## config.mk

```make
export PLATFORM = sky130hd
export DESIGN_NAME = mavlink_v1_frame_builder_top
export DESIGN_NICKNAME = d
export VERILOG_FILES = /design/src/rtl/mvfb_pkg.sv /design/src/rtl/mvfb_cfg_regs.sv /design/src/rtl/mvfb_ingress.sv /design/src/rtl/mvfb_emitter.sv /design/src/rtl/mavlink_v1_frame_builder_top.sv
export SDC_FILE = /design/constraint.sdc
export NUM_CORES = 1
export LEC_CHECK = 0
export BUFFER_PORTS_ARGS = -buffer_cell sky130_fd_sc_hd__buf_2
export CAP_MARGIN = 20
export CORE_MARGIN = 10
export CORE_UTILIZATION = 49
export CTS_CLUSTER_SIZE = 14
export DETAILED_ROUTE_END_ITERATION = 8
export PLACE_DENSITY = 0.74
export SETUP_SLACK_MARGIN = 0.05
export SYNTH_ARGS = -nofsm -noshare
export SYNTH_HDL_FRONTEND = slang
export SYNTH_SLANG_ARGS = --single-unit
```

## constraint.sdc

```tcl
create_clock -name clk_i -period 2.6 [get_ports clk_i]
set_input_delay 0.52 -clock clk_i [delete_from_list [all_inputs] [get_ports clk_i]]
set_output_delay 0.52 -clock clk_i [all_outputs]
set_load 0.02 [all_outputs]
```

## src/rtl/mvfb_pkg.sv

```systemverilog
// ----------------------------------------------------------------------------
// mvfb_pkg
// Shared types, constants and the crc byte update for the mavlink v1 framer.
// ----------------------------------------------------------------------------
package mvfb_pkg;

  localparam int unsigned CfgIdxW = 2;

  localparam logic [7:0]  FrameStart = 8'hFE;
  localparam logic [15:0] CrcSeed    = 16'hFFFF;
  localparam logic [7:0]  SysIdRst   = 8'hFF;
  localparam logic [7:0]  CompIdRst  = 8'h01;

  typedef enum logic [CfgIdxW-1:0] {
    REG_SYS_ID       = 2'd0,
    REG_COMPONENT_ID = 2'd1
  } reg_idx_e;

  typedef struct packed {
    logic [7:0] sys_id;
    logic [7:0] component_id;
  } cfg_t;

  // one accepted payload word plus what its frame needs
  typedef struct packed {
    logic       first;
    logic       last;
    logic [7:0] payload;
    logic [7:0] length;
    logic [7:0] msg_id;
    logic [7:0] seq;
    logic [7:0] extra;
  } item_t;

  // x.25 / mcrf4xx update, one byte
  function automatic logic [15:0] crc_feed(logic [15:0] crc, logic [7:0] b);
    logic [7:0] t;
    t = b ^ crc[7:0];
    t = t ^ {t[3:0], 4'h0};
    return {8'h00, crc[15:8]} ^ {t, 8'h00} ^ {5'b0, t, 3'b0} ^ {12'h000, t[7:4]};
  endfunction

endpackage

```

## src/rtl/mvfb_cfg_regs.sv

```systemverilog
// ----------------------------------------------------------------------------
// mvfb_cfg_regs
// System and component id registers behind the configuration write channel.
// ----------------------------------------------------------------------------
module mvfb_cfg_regs (
  input  logic                        clk_i,
  input  logic                        rst_ni,
  input  logic                        cfg_valid_i,
  output logic                        cfg_ready_o,
  input  logic [mvfb_pkg::CfgIdxW-1:0] cfg_index_i,
  input  logic [7:0]                  cfg_data_i,
  output mvfb_pkg::cfg_t              cfg_o
);

  mvfb_pkg::cfg_t cfg_q, cfg_d;

  assign cfg_ready_o = 1'b1;

  always_comb begin
    cfg_d = cfg_q;
    if (cfg_valid_i) begin
      case (cfg_index_i)
        mvfb_pkg::REG_SYS_ID:       cfg_d.sys_id       = cfg_data_i;
        mvfb_pkg::REG_COMPONENT_ID: cfg_d.component_id = cfg_data_i;
        default: ;
      endcase
    end
  end

  always_ff @(posedge clk_i or negedge rst_ni) begin
    if (!rst_ni) begin
      cfg_q.sys_id       <= mvfb_pkg::SysIdRst;
      cfg_q.component_id <= mvfb_pkg::CompIdRst;
    end else begin
      cfg_q <= cfg_d;
    end
  end

  assign cfg_o = cfg_q;

endmodule

```

## src/rtl/mvfb_ingress.sv

```systemverilog
// ----------------------------------------------------------------------------
// mvfb_ingress
// Input register and frame bookkeeping: byte count, sequence number, latches.
// ----------------------------------------------------------------------------
module mvfb_ingress (
  input  logic          clk_i,
  input  logic          rst_ni,
  input  logic          in_valid_i,
  output logic          in_stall_o,
  input  logic [7:0]    payload_byte_i,
  input  logic [7:0]    payload_length_i,
  input  logic [7:0]    message_id_i,
  input  logic [7:0]    crc_extra_i,
  input  logic          done_i,
  output logic          item_valid_o,
  output mvfb_pkg::item_t item_o
);

  logic            item_valid_q, item_valid_d;
  mvfb_pkg::item_t item_q, item_d;
  logic [7:0]      left_q, left_d;
  logic [7:0]      seq_q, seq_d;
  logic            accept, first, drop;
  logic [7:0]      eff_len;

  assign in_stall_o = item_valid_q && !done_i;
  assign accept     = in_valid_i && !in_stall_o;
  assign first      = (left_q == 8'd0);
  // zero length on a frame's first word: dropped, nothing changes
  assign drop       = first && (payload_length_i == 8'd0);
  assign eff_len    = first ? payload_length_i : left_q;

  always_comb begin
    item_valid_d = item_valid_q && !done_i;
    item_d       = item_q;
    left_d       = left_q;
    seq_d        = seq_q;
    if (accept && !drop) begin
      item_valid_d   = 1'b1;
      item_d.first   = first;
      item_d.last    = (eff_len == 8'd1);
      item_d.payload = payload_byte_i;
      left_d         = eff_len - 8'd1;
      if (first) begin
        item_d.length = payload_length_i;
        item_d.msg_id = message_id_i;
        item_d.extra  = crc_extra_i;
        item_d.seq    = seq_q;
        seq_d         = seq_q + 8'd1;
      end
    end
  end

  always_ff @(posedge clk_i or negedge rst_ni) begin
    if (!rst_ni) begin
      item_valid_q <= 1'b0;
      left_q       <= 8'd0;
      seq_q        <= 8'd0;
    end else begin
      item_valid_q <= item_valid_d;
      left_q       <= left_d;
      seq_q        <= seq_d;
    end
  end

  always_ff @(posedge clk_i) begin
    item_q <= item_d;
  end

  assign item_valid_o = item_valid_q;
  assign item_o       = item_q;

`ifndef SYNTHESIS
  a_item_hold: assert property (@(posedge clk_i) disable iff (!rst_ni)
    item_valid_q && !done_i |=> item_valid_q && $stable(item_q))
    else $error("held item changed before it was sent");
  a_last_count: assert property (@(posedge clk_i) disable iff (!rst_ni)
    item_valid_q && item_q.last |-> left_q == 8'd0)
    else $error("last word of frame but bytes remain");
  a_mid_count: assert property (@(posedge clk_i) disable iff (!rst_ni)
    item_valid_q && !item_q.last |-> left_q != 8'd0)
    else $error("frame word not last but count is zero");
`endif

endmodule

```

## src/rtl/mvfb_emitter.sv

```systemverilog
// ----------------------------------------------------------------------------
// mvfb_emitter
// Byte sequencer: header, payload and crc bytes into the output register.
// ----------------------------------------------------------------------------
module mvfb_emitter (
  input  logic            clk_i,
  input  logic            rst_ni,
  input  logic            item_valid_i,
  input  mvfb_pkg::item_t item_i,
  input  mvfb_pkg::cfg_t  cfg_i,
  output logic            done_o,
  output logic            out_valid_o,
  input  logic            out_stall_i,
  output logic [7:0]      frame_byte_o,
  output logic            end_of_frame_o
);

  typedef enum logic [3:0] {
    S_IDLE, S_START, S_LEN, S_SEQ, S_SYS, S_COMP, S_MID, S_PAY, S_CRCL, S_CRCH
  } step_e;

  step_e       step_q, step_d, cur;
  logic [15:0] crc_q, crc_d, crc_fin;
  logic        out_valid_q, out_valid_d;
  logic [7:0]  byte_q, byte_d, cur_byte;
  logic        eof_q, eof_d;
  logic        adv;

  // idle sequencer starts a new item without a bubble
  assign cur = (step_q == S_IDLE) ? (item_i.first ? S_START : S_PAY) : step_q;
  assign adv = item_valid_i && (!out_valid_q || !out_stall_i);
  assign crc_fin = mvfb_pkg::crc_feed(crc_q, item_i.extra);

  always_comb begin
    case (cur)
      S_START: cur_byte = mvfb_pkg::FrameStart;
      S_LEN:   cur_byte = item_i.length;
      S_SEQ:   cur_byte = item_i.seq;
      S_SYS:   cur_byte = cfg_i.sys_id;
      S_COMP:  cur_byte = cfg_i.component_id;
      S_MID:   cur_byte = item_i.msg_id;
      S_PAY:   cur_byte = item_i.payload;
      S_CRCL:  cur_byte = crc_fin[7:0];
      S_CRCH:  cur_byte = crc_q[15:8];
      default: cur_byte = 8'h00;
    endcase
  end

  always_comb begin
    step_d      = step_q;
    crc_d       = crc_q;
    out_valid_d = out_valid_q && out_stall_i;
    byte_d      = byte_q;
    eof_d       = eof_q;
    done_o      = 1'b0;
    if (adv) begin
      out_valid_d = 1'b1;
      byte_d      = cur_byte;
      eof_d       = (cur == S_CRCH);
      case (cur)
        S_START: begin
          crc_d  = mvfb_pkg::CrcSeed;
          step_d = S_LEN;
        end
        S_LEN: begin
          crc_d  = mvfb_pkg::crc_feed(crc_q, cur_byte);
          step_d = S_SEQ;
        end
        S_SEQ: begin
          crc_d  = mvfb_pkg::crc_feed(crc_q, cur_byte);
          step_d = S_SYS;
        end
        S_SYS: begin
          crc_d  = mvfb_pkg::crc_feed(crc_q, cur_byte);
          step_d = S_COMP;
        end
        S_COMP: begin
          crc_d  = mvfb_pkg::crc_feed(crc_q, cur_byte);
          step_d = S_MID;
        end
        S_MID: begin
          crc_d  = mvfb_pkg::crc_feed(crc_q, cur_byte);
          step_d = S_PAY;
        end
        S_PAY: begin
          crc_d = mvfb_pkg::crc_feed(crc_q, cur_byte);
          if (item_i.last) begin
            step_d = S_CRCL;
          end else begin
            step_d = S_IDLE;
            done_o = 1'b1;
          end
        end
        S_CRCL: begin
          crc_d  = crc_fin;
          step_d = S_CRCH;
        end
        S_CRCH: begin
          step_d = S_IDLE;
          done_o = 1'b1;
        end
        default: step_d = S_IDLE;
      endcase
    end
  end

  always_ff @(posedge clk_i or negedge rst_ni) begin
    if (!rst_ni) begin
      step_q      <= S_IDLE;
      crc_q       <= mvfb_pkg::CrcSeed;
      out_valid_q <= 1'b0;
      byte_q      <= 8'h00;
      eof_q       <= 1'b0;
    end else begin
      step_q      <= step_d;
      crc_q       <= crc_d;
      out_valid_q <= out_valid_d;
      byte_q      <= byte_d;
      eof_q       <= eof_d;
    end
  end

  assign out_valid_o    = out_valid_q;
  assign frame_byte_o   = byte_q;
  assign end_of_frame_o = eof_q;

`ifndef SYNTHESIS
  a_busy_has_item: assert property (@(posedge clk_i) disable iff (!rst_ni)
    step_q != S_IDLE |-> item_valid_i)
    else $error("sequencer mid-item with no item held");
  a_start_byte: assert property (@(posedge clk_i) disable iff (!rst_ni)
    adv && cur == S_START |=> out_valid_q && byte_q == mvfb_pkg::FrameStart)
    else $error("frame did not open with start byte");
  a_done_idle: assert property (@(posedge clk_i) disable iff (!rst_ni)
    done_o |=> step_q == S_IDLE)
    else $error("sequencer not idle after finishing an item");
`endif

endmodule

```

## src/rtl/mavlink_v1_frame_builder_top.sv

```systemverilog
// ----------------------------------------------------------------------------
// mavlink_v1_frame_builder_top
// MAVLink v1 framer: header, payload and x.25 crc from a payload word stream.
//
//   channel | direction | handshake               | payload
//   --------+-----------+-------------------------+------------------------------
//   in      | sink      | in_valid_i / in_stall_o | payload byte, length, id, extra
//   out     | source    | out_valid_o/out_stall_i | frame byte, end of frame
//   cfg     | sink      | cfg_valid_i/cfg_ready_o | register index, data
//
// one frame byte leaves per cycle while the output is not stalled; a middle payload
// word yields 1 frame byte, a frame's first word 7 bytes and its last word 3 (9 when both).
// the pace is set by the single output register, which holds one byte at a time.
// reset: sequence number 0, no frame open, system id 255, component id 1.
// output stall holds the output register and, through it, the input side.
// ----------------------------------------------------------------------------
module mavlink_v1_frame_builder_top (
  input  logic                         clk_i,
  input  logic                         rst_ni,
  input  logic                         in_valid_i,
  output logic                         in_stall_o,
  input  logic [7:0]                   payload_byte_i,
  input  logic [7:0]                   payload_length_i,
  input  logic [7:0]                   message_id_i,
  input  logic [7:0]                   crc_extra_i,
  output logic                         out_valid_o,
  input  logic                         out_stall_i,
  output logic [7:0]                   frame_byte_o,
  output logic                         end_of_frame_o,
  input  logic                         cfg_valid_i,
  output logic                         cfg_ready_o,
  input  logic [mvfb_pkg::CfgIdxW-1:0] cfg_index_i,
  input  logic [7:0]                   cfg_data_i
);

  mvfb_pkg::cfg_t  cfg;
  mvfb_pkg::item_t item;
  logic            item_valid;
  logic            done;

  mvfb_cfg_regs u_cfg (
    .clk_i       (clk_i),
    .rst_ni      (rst_ni),
    .cfg_valid_i (cfg_valid_i),
    .cfg_ready_o (cfg_ready_o),
    .cfg_index_i (cfg_index_i),
    .cfg_data_i  (cfg_data_i),
    .cfg_o       (cfg)
  );

  mvfb_ingress u_ingress (
    .clk_i            (clk_i),
    .rst_ni           (rst_ni),
    .in_valid_i       (in_valid_i),
    .in_stall_o       (in_stall_o),
    .payload_byte_i   (payload_byte_i),
    .payload_length_i (payload_length_i),
    .message_id_i     (message_id_i),
    .crc_extra_i      (crc_extra_i),
    .done_i           (done),
    .item_valid_o     (item_valid),
    .item_o           (item)
  );

  mvfb_emitter u_emitter (
    .clk_i          (clk_i),
    .rst_ni         (rst_ni),
    .item_valid_i   (item_valid),
    .item_i         (item),
    .cfg_i          (cfg),
    .done_o         (done),
    .out_valid_o    (out_valid_o),
    .out_stall_i    (out_stall_i),
    .frame_byte_o   (frame_byte_o),
    .end_of_frame_o (end_of_frame_o)
  );

endmodule

```

==> impl_metrics.toml, run 1 <==
[cts]
cts.clk_slew.worst_paths_ns = 0.07
numCtsBuffers = 9
cts_tree = "done"
clk_latency_ns = 0.36
hold_buffers = 0
clock_sinks = 105
cts_htree_levels = 3
clk_path_buf_depth = 2
cts_root_buffer = "clkbuf_16"

[drt]
via_per_inst = 5.825
drt-total-wl_um = 14750
vias = 4351
drtIter0Drc = 292
first_pass_iters = 5
drc = 0
antenna_left = 0
post_drt_wl_per_cell_um = 19.75

[global_routing]
grt_max_degree = 64
grt_overflow = 0
grt_pass1_vias = 4473
grt_pass1_wl_um = 23650
antenna_found_initial = 0
track_usage = 0.1835

[setup_path]
r2r_start = "u_emitter.step_q[2]"
r2r-end = "u_emitter.crc_q[4]"
r2r_cells = 10
start_kind = "flop"
cp.required_ns = 2.89
cp_max_fo = 8
worstSetupEndpointType = "flop"
arrival_ns = 2.82
criticalPathCategory = "reg -> reg"
r2r_slack_ns = 0.07

[final_layout]
layout-drive-gt1-share = 0.3789
fin_area_um2 = 6920
diodes = 0
fin_nets = 652
final_core_util = 0.6301
area_delta_synth_final_pct = 24.18
fillers = 834
multi_input_area_um2 = 2790
regArea_um2 = 2872

[timing]
fmax_ghz = 0.3946
rsz0062_at_grt = "true"
layout_setup_ws_ns = 0.06600
finalCritPeriodShare = 0.9746
report.final.slew_viol_count = 0
setup_viol = 0
hold_violations = 0
layout_min_cycle_time_ns = 2.534
slew_headroom = 0.4418
worstMarginPinSlew_ns = 0.8373
hold_ws_ns = 0.3333
finClkSkew_ns = 0.006661

[synth]
synth_seq_cells = 105
syn_nets = 548
yosysTopAreaCell = "edfxtp_1"
netlist_instances = 498
synth_enable_flop_cells = 42
yosysWarningCount = 0
synthTopCellsByCount = "nand2_1, edfxtp_1, nor2_1"
avgSynthCellArea_um2 = 11.19
ys.flop_type = "edfxtp_1"
synth_area_um2 = 5573
synthArstFlopShare = 0.6000
ys_seq_area_frac = 0.5148
synthDistinctLibCells = 70
synth_area_leaders = "edfxtp_1, dfrtp_1, dfstp_2, xnor2_1, mux2_2"
yosysMostFrequentCell = "nand2_1"
synth_top_area_frac = 0.2263

[worst_hold_path]
min_path_cells = 1
min_to = "u_ingress.item_o[35]"
min_path_type = "in -> reg"
worstHoldStart = "payload_byte_i[3]"

[floorplanning]
start_util = 0.5074
io_pins = 59
die_x_um = 126.6
die_area_um2 = 16040
die_y_um = 126.6
rows = 38
fp.coreArea_um2 = 10980

[placed_design]
dp_hpwl_um = 10750
placed_area_um2 = 6299
port-buffer-count = 57
gp_congestion = 0.9213
place_ws_ns = -0.04671

[pwr]
power_mw = 9.881
p_leak_nw = 2.802
max-vdd-ir-drop_uv = 828.9
p_per_area_nw_per_um2 = 1428

[flow_run]
maxCapViolCount = 0

[outcome]
status = "complete, no violations"
==> layout by cell type, fill, tap and decap left out, types with 17 or more instances in the layout <==
master / synthesis / final
a21oi_1: 33 / 29
buf_2: 10 / 57
buf_4: 1 / 55
dfrtp_1: 38 / 36
dfstp_2: 25 / 25
edfxtp_1: 42 / 42
mux2_2: 18 / 18
nand2_1: 43 / 41
nor2_1: 40 / 38
o21ai_0: 17 / 17
xnor2_1: 31 / 25
==> logic make-up (layout without fill, tap and decap cells) <==
group	Yosys count	count (layout)	share of synthesized area
buf+inv	34	143	0.02852
mux	22	22	0.04378
fa+ha+maj	3	3	0.006736
compound gates	113	113	0.1421
other cells	1	1	0.0006729
simple gates	165	165	0.1500
xor+xnor	55	55	0.1134
flops	105	105	0.5148
==> critical path, cell delays in order, from the launching register on <==
cell	delay, ns
dfrtp_1	0.43
buf_6	0.16
or4_4	0.52
a21oi_4	0.28
a22oi_2	0.13
o211ai_2	0.10
xor2_2	0.23
buf_4	0.17
xnor2_2	0.10
nor2_1	0.05
o32a_1	0.28
==> stage by stage <==
| stage | std cells | TNS (ns) |
|---|---|---|
| after floorplan | 498 | 0 |
| after global placement | 717 | -0.05721 |
| after detailed placement | 717 | -0.07141 |
| after CTS | 740 | 0 |
| after global routing | 747 | 0 |
| final | 747 | 0 |
==> report_power, final <==
group | internal, mW | switching (mW) | total (mW)
clock | 0.656 | 0.622 | 1.28
sequential | 2.24 | 0.468 | 2.71
combinational | 2.96 | 2.94 | 5.89
==> what timing repair did <==
item,CTS,global route
pin swaps,8,17
gates resized for setup,15,34
setup endpoints to repair,12,16
buffers inserted,7,8
==> state kept, by name, indices dropped and copies added (netlist names) <==
| name | cells |
|---|---|
| u_emitter.out_valid_o | 1 |
| u_emitter.end_of_frame_o | 1 |
| u_cfg.cfg_o | 16 |
| u_ingress.left_q | 8 |
| u_ingress.item_valid_o | 1 |
| u_ingress.item_o | 42 |
| u_emitter.frame_byte_o | 8 |
| u_emitter.crc_q | 16 |
| u_emitter.step_q | 4 |
| u_ingress.seq_q | 8 |
==> worst max path at each step <==
stage | slack (ns) | to | start | depth (start not counted)
finish | 0.07 | u_emitter.crc_q[4] | u_emitter.step_q[2] | 10
CTS | 0.04 | u_emitter.crc_q[4] | u_emitter.step_q[2] | 10
detailed placement | -0.05 | u_emitter.crc_q[7] | u_emitter.step_q[0] | 8
global route | 0.002 | u_emitter.crc_q[15] | u_emitter.step_q[2] | 9
floorplan | 0.09 | u_ingress.item_o[0] | u_emitter.step_q[0] | 10
global placement | -0.04 | u_emitter.crc_q[7] | u_emitter.crc_q[4] | 8
==> metal layers <==
metal	wire length, um	global-route usage	vias up
met4	382	0.07636	0
met5	0	0	-
met2	6887	0.2840	175
met3	988	0.04165	28
li1	-	-	2029
met1	6493	0.2427	2119
==> cell type report <==
type                    instances  share of cell area
well taps                     140             0.02531
flip-flops and latches        105              0.4149
inverters                      10            0.005966
clock inverters                 5            0.005424
multi-input cells             359              0.4032
clock buffers                  11             0.03363
repair buffers                117              0.1116
(Power assumes the default switching activity.)
==> run 2: changes to the inputs <==
SYNTH_HIERARCHICAL = 1   (was default)
==> impl_metrics.toml, run 2 <==
[outcome]
status = "complete, but fails checks"
violations = "setup timing"

[placed_design]
placed_area_um2 = 6694
port-buffer-count = 57
place_ws_ns = -0.1696
dp_hpwl_um = 11140
gp_congestion = 0.9094
post-place-cells = 748

[timing]
hold_violations = 0
layout_min_cycle_time_ns = 2.710
finClkSkew_ns = 0.01048
worstMarginPinSlew_ns = 0.6375
layout_setup_ws_ns = -0.1100
setup_tns_ns = -1.677
report.final.slew_viol_count = 0
hold_ws_ns = 0.1518
setup_viol = 45
finalCritPeriodShare = 1.042
rsz0062_at_grt = "true"
fmax_ghz = 0.3690
slew_headroom = 0.5705

[drt]
via_per_inst = 5.800
routed-wl-met2_um = 8447
top_layer = "met4"
drtIter0Drc = 269
first_pass_iters = 5
wl_met1_um = 6451
drc = 0
vias = 4663
drt-total-wl_um = 16300
post_drt_wl_per_cell_um = 20.27
antenna_left = 0
wl_met3_um = 775

[final_layout]
fin_nets = 706
fillers = 799
fin_area_um2 = 7920
fin_cells = 804
multi_input_area_um2 = 3124
final_common_cell = "buf_4"
mostFrequentLayoutCells = "buf_4, buf_2, edfxtp_1, dfrtp_1, nand2_1"
final_core_util = 0.6936
area_delta_synth_final_pct = 38.27
diodes = 0
layout-drive-gt1-share = 0.4887
largest_reg_flops = 42
regArea_um2 = 2872

[synth]
yosysMostFrequentCell = "edfxtp_1"
yosysWarningCount = 6
synth_enable_flop_cells = 42
synthArstFlopShare = 0.6000
synthDistinctLibCells = 89
synth_top_area_frac = 0.2202
syn_nets = 540
synth_area_um2 = 5728
avgSynthCellArea_um2 = 11.69
ys.flop_type = "edfxtp_1"
synth_area_leaders = "edfxtp_1, dfrtp_1, dfstp_2, xnor2_1, mux2_2"
ys_seq_area_frac = 0.5009
yosysTopAreaCell = "edfxtp_1"
netlist_instances = 490
synthTopCellsByCount = "edfxtp_1, dfrtp_1, nand2_1"
synth_seq_cells = 105

[setup_path]
cp.required_ns = 2.90
r2r_cells = 11
r2r_slack_ns = -0.11
cp_max_fo = 6
worstSetupEndpointType = "flop"
r2r-end = "u_emitter/crc_q[7]"
start_kind = "flop"
r2r_start = "u_emitter/step_q[2]"
criticalPathCategory = "reg -> reg"
arrival_ns = 3.01

[global_routing]
grt_pass1_wl_um = 25390
track_usage = 0.1954
grt_pass1_vias = 4829
grt_max_degree = 28
grt_overflow = 0
antenna_found_initial = 0

[floorplanning]
die_area_um2 = 16410
start_util = 0.5016
die_y_um = 128.1
rows = 39
io_pins = 59
die_x_um = 128.1
fp.coreArea_um2 = 11420

[pwr]
max-vdd-ir-drop_uv = 1159
p_per_area_nw_per_um2 = 1435
p_leak_nw = 3.248
power_mw = 11.37

[cts]
cts.clk_slew.worst_paths_ns = 0.07
numCtsBuffers = 9
cts_root_buffer = "clkbuf_16"
cts_tree = "done"
hold_buffers = 0
clock_sinks = 105
clk_latency_ns = 0.36
cts_htree_levels = 3
clk_path_buf_depth = 2

[worst_hold_path]
min_path_type = "in -> async"

[flow_run]
maxCapViolCount = 0
run 2: cell count changes in the layout (fill, tap and decap cells not counted), moves of 5 or more:
cell / change
buf_4: +35
nor2_1: -10
a21oi_4: +5
nand3b_1: -7
a21oi_1: -12
o21ai_0: +9
buf_6: +14
nand2_1: -9
nor4_1: -7
run 2: logic make-up (layout without fill, tap and decap cells):
family	count (synthesis)	after routing	share of synthesized area
AOI/OAI and AO/OA	119	119	0.1514
xor gates and xnor gates	54	54	0.1038
adders and majority gates	3	3	0.006554
buffers and inverters	30	201	0.02796
DFF	105	105	0.5009
muxes	28	28	0.05374
other	1	1	0.0006547
and+or+nand+nor	150	150	0.1551
run 2: routing by layer:
metal  vias up  track usage
li1       2152            -
met1      2322       0.2247
met2       143       0.3313
met3        46      0.05418
met4         0      0.08808
met5         -            0
run 2: where the power goes:
| part | switching, mW | internal [mW] |
|---|---|---|
| combinational | 3.53 | 3.74 |
| sequential | 0.441 | 2.24 |
| clock | 0.631 | 0.783 |
| total | 4.61 | 6.76 |
run 2: how the worst max path moves through the flow:
stage | start | endpoint | slack (ns) | cells past startpoint
2_1_floorplan | u_emitter/step_q[0] | u_ingress/left_q[3] | -0.51 | 9
3_3_place_gp | u_emitter/step_q[1] | u_ingress/seq_q[5] | -0.03 | 10
3_5_place_dp | u_emitter/step_q[2] | u_ingress/seq_q[5] | -0.17 | 11
4_1_cts | u_emitter/step_q[1] | in_stall_o | -0.09 | 8
5_1_grt | u_emitter/step_q[1] | u_ingress/seq_q[2] | -0.18 | 13
6_report | u_emitter/step_q[2] | u_emitter/crc_q[7] | -0.11 | 11
run 2: repair_timing:
item	CTS	global route
resized for setup	43	63
gates cloned	3	1
endpoints found under the setup margin	64	75
pin swaps	26	34
buffers inserted	20	19
run 2: worst max-delay path: stages (launching register included):
cell and delay, ns:
dfrtp_1 0.40, buf_6 0.14, or4b_4 0.55, buf_8 0.15, buf_4 0.13, nor3_2 0.22, a211oi_4 0.08, xnor2_2 0.16
buf_4 0.15, xnor2_2 0.23, mux2_4 0.33, nor2_2 0.11
run 2: layout make-up:
class | instances | share of cell area
Clock buffer | 10 | 0.03017
Clock inverter | 6 | 0.009005
Inverter | 10 | 0.005055
Multi-Input combinational cell | 355 | 0.3945
Sequential cell | 105 | 0.3626
Tap cell | 143 | 0.02259
Timing Repair Buffer | 175 | 0.1761
==> run 3: changes to the inputs <==
CORE_UTILIZATION = 47   (was 49)
PLACE_DENSITY = 0.71   (was 0.74)
==> impl_metrics.toml, run 3 (same netlist as run 2, synthesis figures left out) <==
[final_layout]
mostFrequentLayoutCells = "buf_4, buf_2, edfxtp_1, dfrtp_1, nand2_1"
largest_reg_flops = 42
fin_nets = 687
layout-drive-gt1-share = 0.4611
fillers = 888
diodes = 0
multi_input_area_um2 = 3033
final_common_cell = "buf_4"
area_delta_synth_final_pct = 34.16
regArea_um2 = 2870

[cts]
numCtsBuffers = 9
clk_latency_ns = 0.35
cts_htree_levels = 3
cts.clk_slew.worst_paths_ns = 0.07
clock_sinks = 105
hold_buffers = 0
cts_root_buffer = "clkbuf_16"
clk_path_buf_depth = 2
cts_tree = "done"

[timing]
hold_ws_ns = 0.2015
rsz0062_at_grt = "true"
fmax_ghz = 0.3746
slew_headroom = 0.5529
hold_violations = 0
finalCritPeriodShare = 1.027
layout_min_cycle_time_ns = 2.669
finClkSkew_ns = 0.006910
report.final.slew_viol_count = 0
layout_setup_ws_ns = -0.06937
worstMarginPinSlew_ns = 0.6707
setup_viol = 25

[pwr]
power_switching_share = 0.4103
p_leak_nw = 3.109
p_per_area_nw_per_um2 = 1422
max-vdd-ir-drop_uv = 589.0
power_switching_mw = 4.483
power_mw = 10.92
intPower_mw = 6.442
combPwrFrac = 0.638
power_frac_seq = 0.245
power_frac_clock = 0.117

[setup_path]
worstSetupEndpointType = "output pin"
endpoint = "in_stall_o"
crit_path_start = "u_emitter/step_q[1]"
cp_max_fo = 4
r2r-end = "u_ingress/item_o[31]"
r2r_slack_ns = -0.06
worstPathCellList = "or4_4 -> a21o_1 -> o21ai_1 -> and2_1 -> nand2b_4 -> buf_6 -> inv_2 -> buf_6"
arrival_ns = 2.15
slowest_delay_ns = 0.54
crit_top_cell = "buf_6"
cp.required_ns = 2.08
criticalPathCategory = "reg -> out"
start_kind = "flop"
r2r_start = "u_emitter/step_q[1]"
r2r_cells = 11
cpMaxStageDelayCell = "or4_4"

[floorplanning]
die_area_um2 = 17000
io_pins = 59
start_util = 0.4789
fp.coreArea_um2 = 11960
die_x_um = 130.4
die_y_um = 130.4
rows = 40

[drt]
first_pass_iters = 5
wl_met1_um = 6260
routed-wl-met2_um = 8149
drtIter0Drc = 285
drt-total-wl_um = 15770
drc = 0
via_per_inst = 5.876
vias = 4636
wl_met3_um = 848
post_drt_wl_per_cell_um = 19.98
antenna_left = 0
top_layer = "met4"

[global_routing]
grt_max_degree = 39
grt_pass1_vias = 4649
antenna_found_initial = 0
track_usage = 0.1873
grt_overflow = 0
grt_pass1_wl_um = 24670

[placed_design]
dp_hpwl_um = 11290
gp_congestion = 0.8849
port-buffer-count = 57
place_ws_ns = -0.1337

[outcome]
violations = "setup timing"
status = "complete, but fails checks"

[worst_hold_path]
min_path_type = "in -> async"

[flow_run]
maxCapViolCount = 0
[run 3: cell type report]
type	count	area share
multi-input cells	355	0.3947
flip-flops and latches	105	0.3735
repair buffers	156	0.1664
clock buffers	9	0.02931
well taps	147	0.02393
clock inverters	7	0.007327
inverters	10	0.004884
[run 3: how the worst min path moves through the flow]
stage	to	cells past startpoint
after global routing	u_emitter/out_valid_o	1
after global placement	u_emitter/frame_byte_o[6]	2
after CTS	u_emitter/out_valid_o	1
after detailed placement	u_emitter/frame_byte_o[3]	2
after floorplan	u_cfg/cfg_o[1]	0
final	u_emitter/out_valid_o	1
[run 3: critical path: cells and delay by family (launching register included)]
| kind | cells | cell delay, ns |
|---|---|---|
| compound gates | 2 | 0.32 |
| buf+inv | 3 | 0.24 |
| flops | 1 | 0.42 |
| simple gates | 3 | 0.81 |
[run 3: metrics by stage]
step | instance area (um2) | std cells | TNS [ns] | util
final | 7685 | 789 | -0.9501 | 0.6425
after global routing | 7685 | 789 | -3.657 | 0.6425
after CTS | 7378 | 781 | -0.8956 | 0.6168
after detailed placement | 6739 | 749 | -0.7697 | 0.5634
after global placement | 6739 | 749 | -0.3158 | 0.5634
after floorplan | 5742 | 490 | -13.92 | -
[run 3: timing repair]
action | CTS | global route
gates resized for setup | 44 | 41
endpoints found under the hold margin | 0 | 0
buffers inserted | 15 | 11
pin swaps | 22 | 34
cloned | 1 | 1
setup endpoints to repair | 50 | 71
[run 3: layer usage]
metal / global-route usage / vias to the layer above
met3: 0.04875 / 48
met5: 0 / -
met1: 0.2223 / 2297
met2: 0.3165 / 163
li1: - / 2128
met4: 0.07848 / 0
[run 3: power by group through the flow]
| stage | clock network [mW] | registers [mW] | logic, mW |
|---|---|---|---|
| final | 1.28 | 2.67 | 6.97 |
| after global routing | 1.39 | 2.72 | 7.39 |
| after CTS | 1.31 | 2.65 | 6.17 |
| after detailed placement | 0 | 2.67 | 5.44 |
| after global placement | 0 | 2.65 | 5.30 |
| after floorplan | 0 | 2.64 | 3.54 |
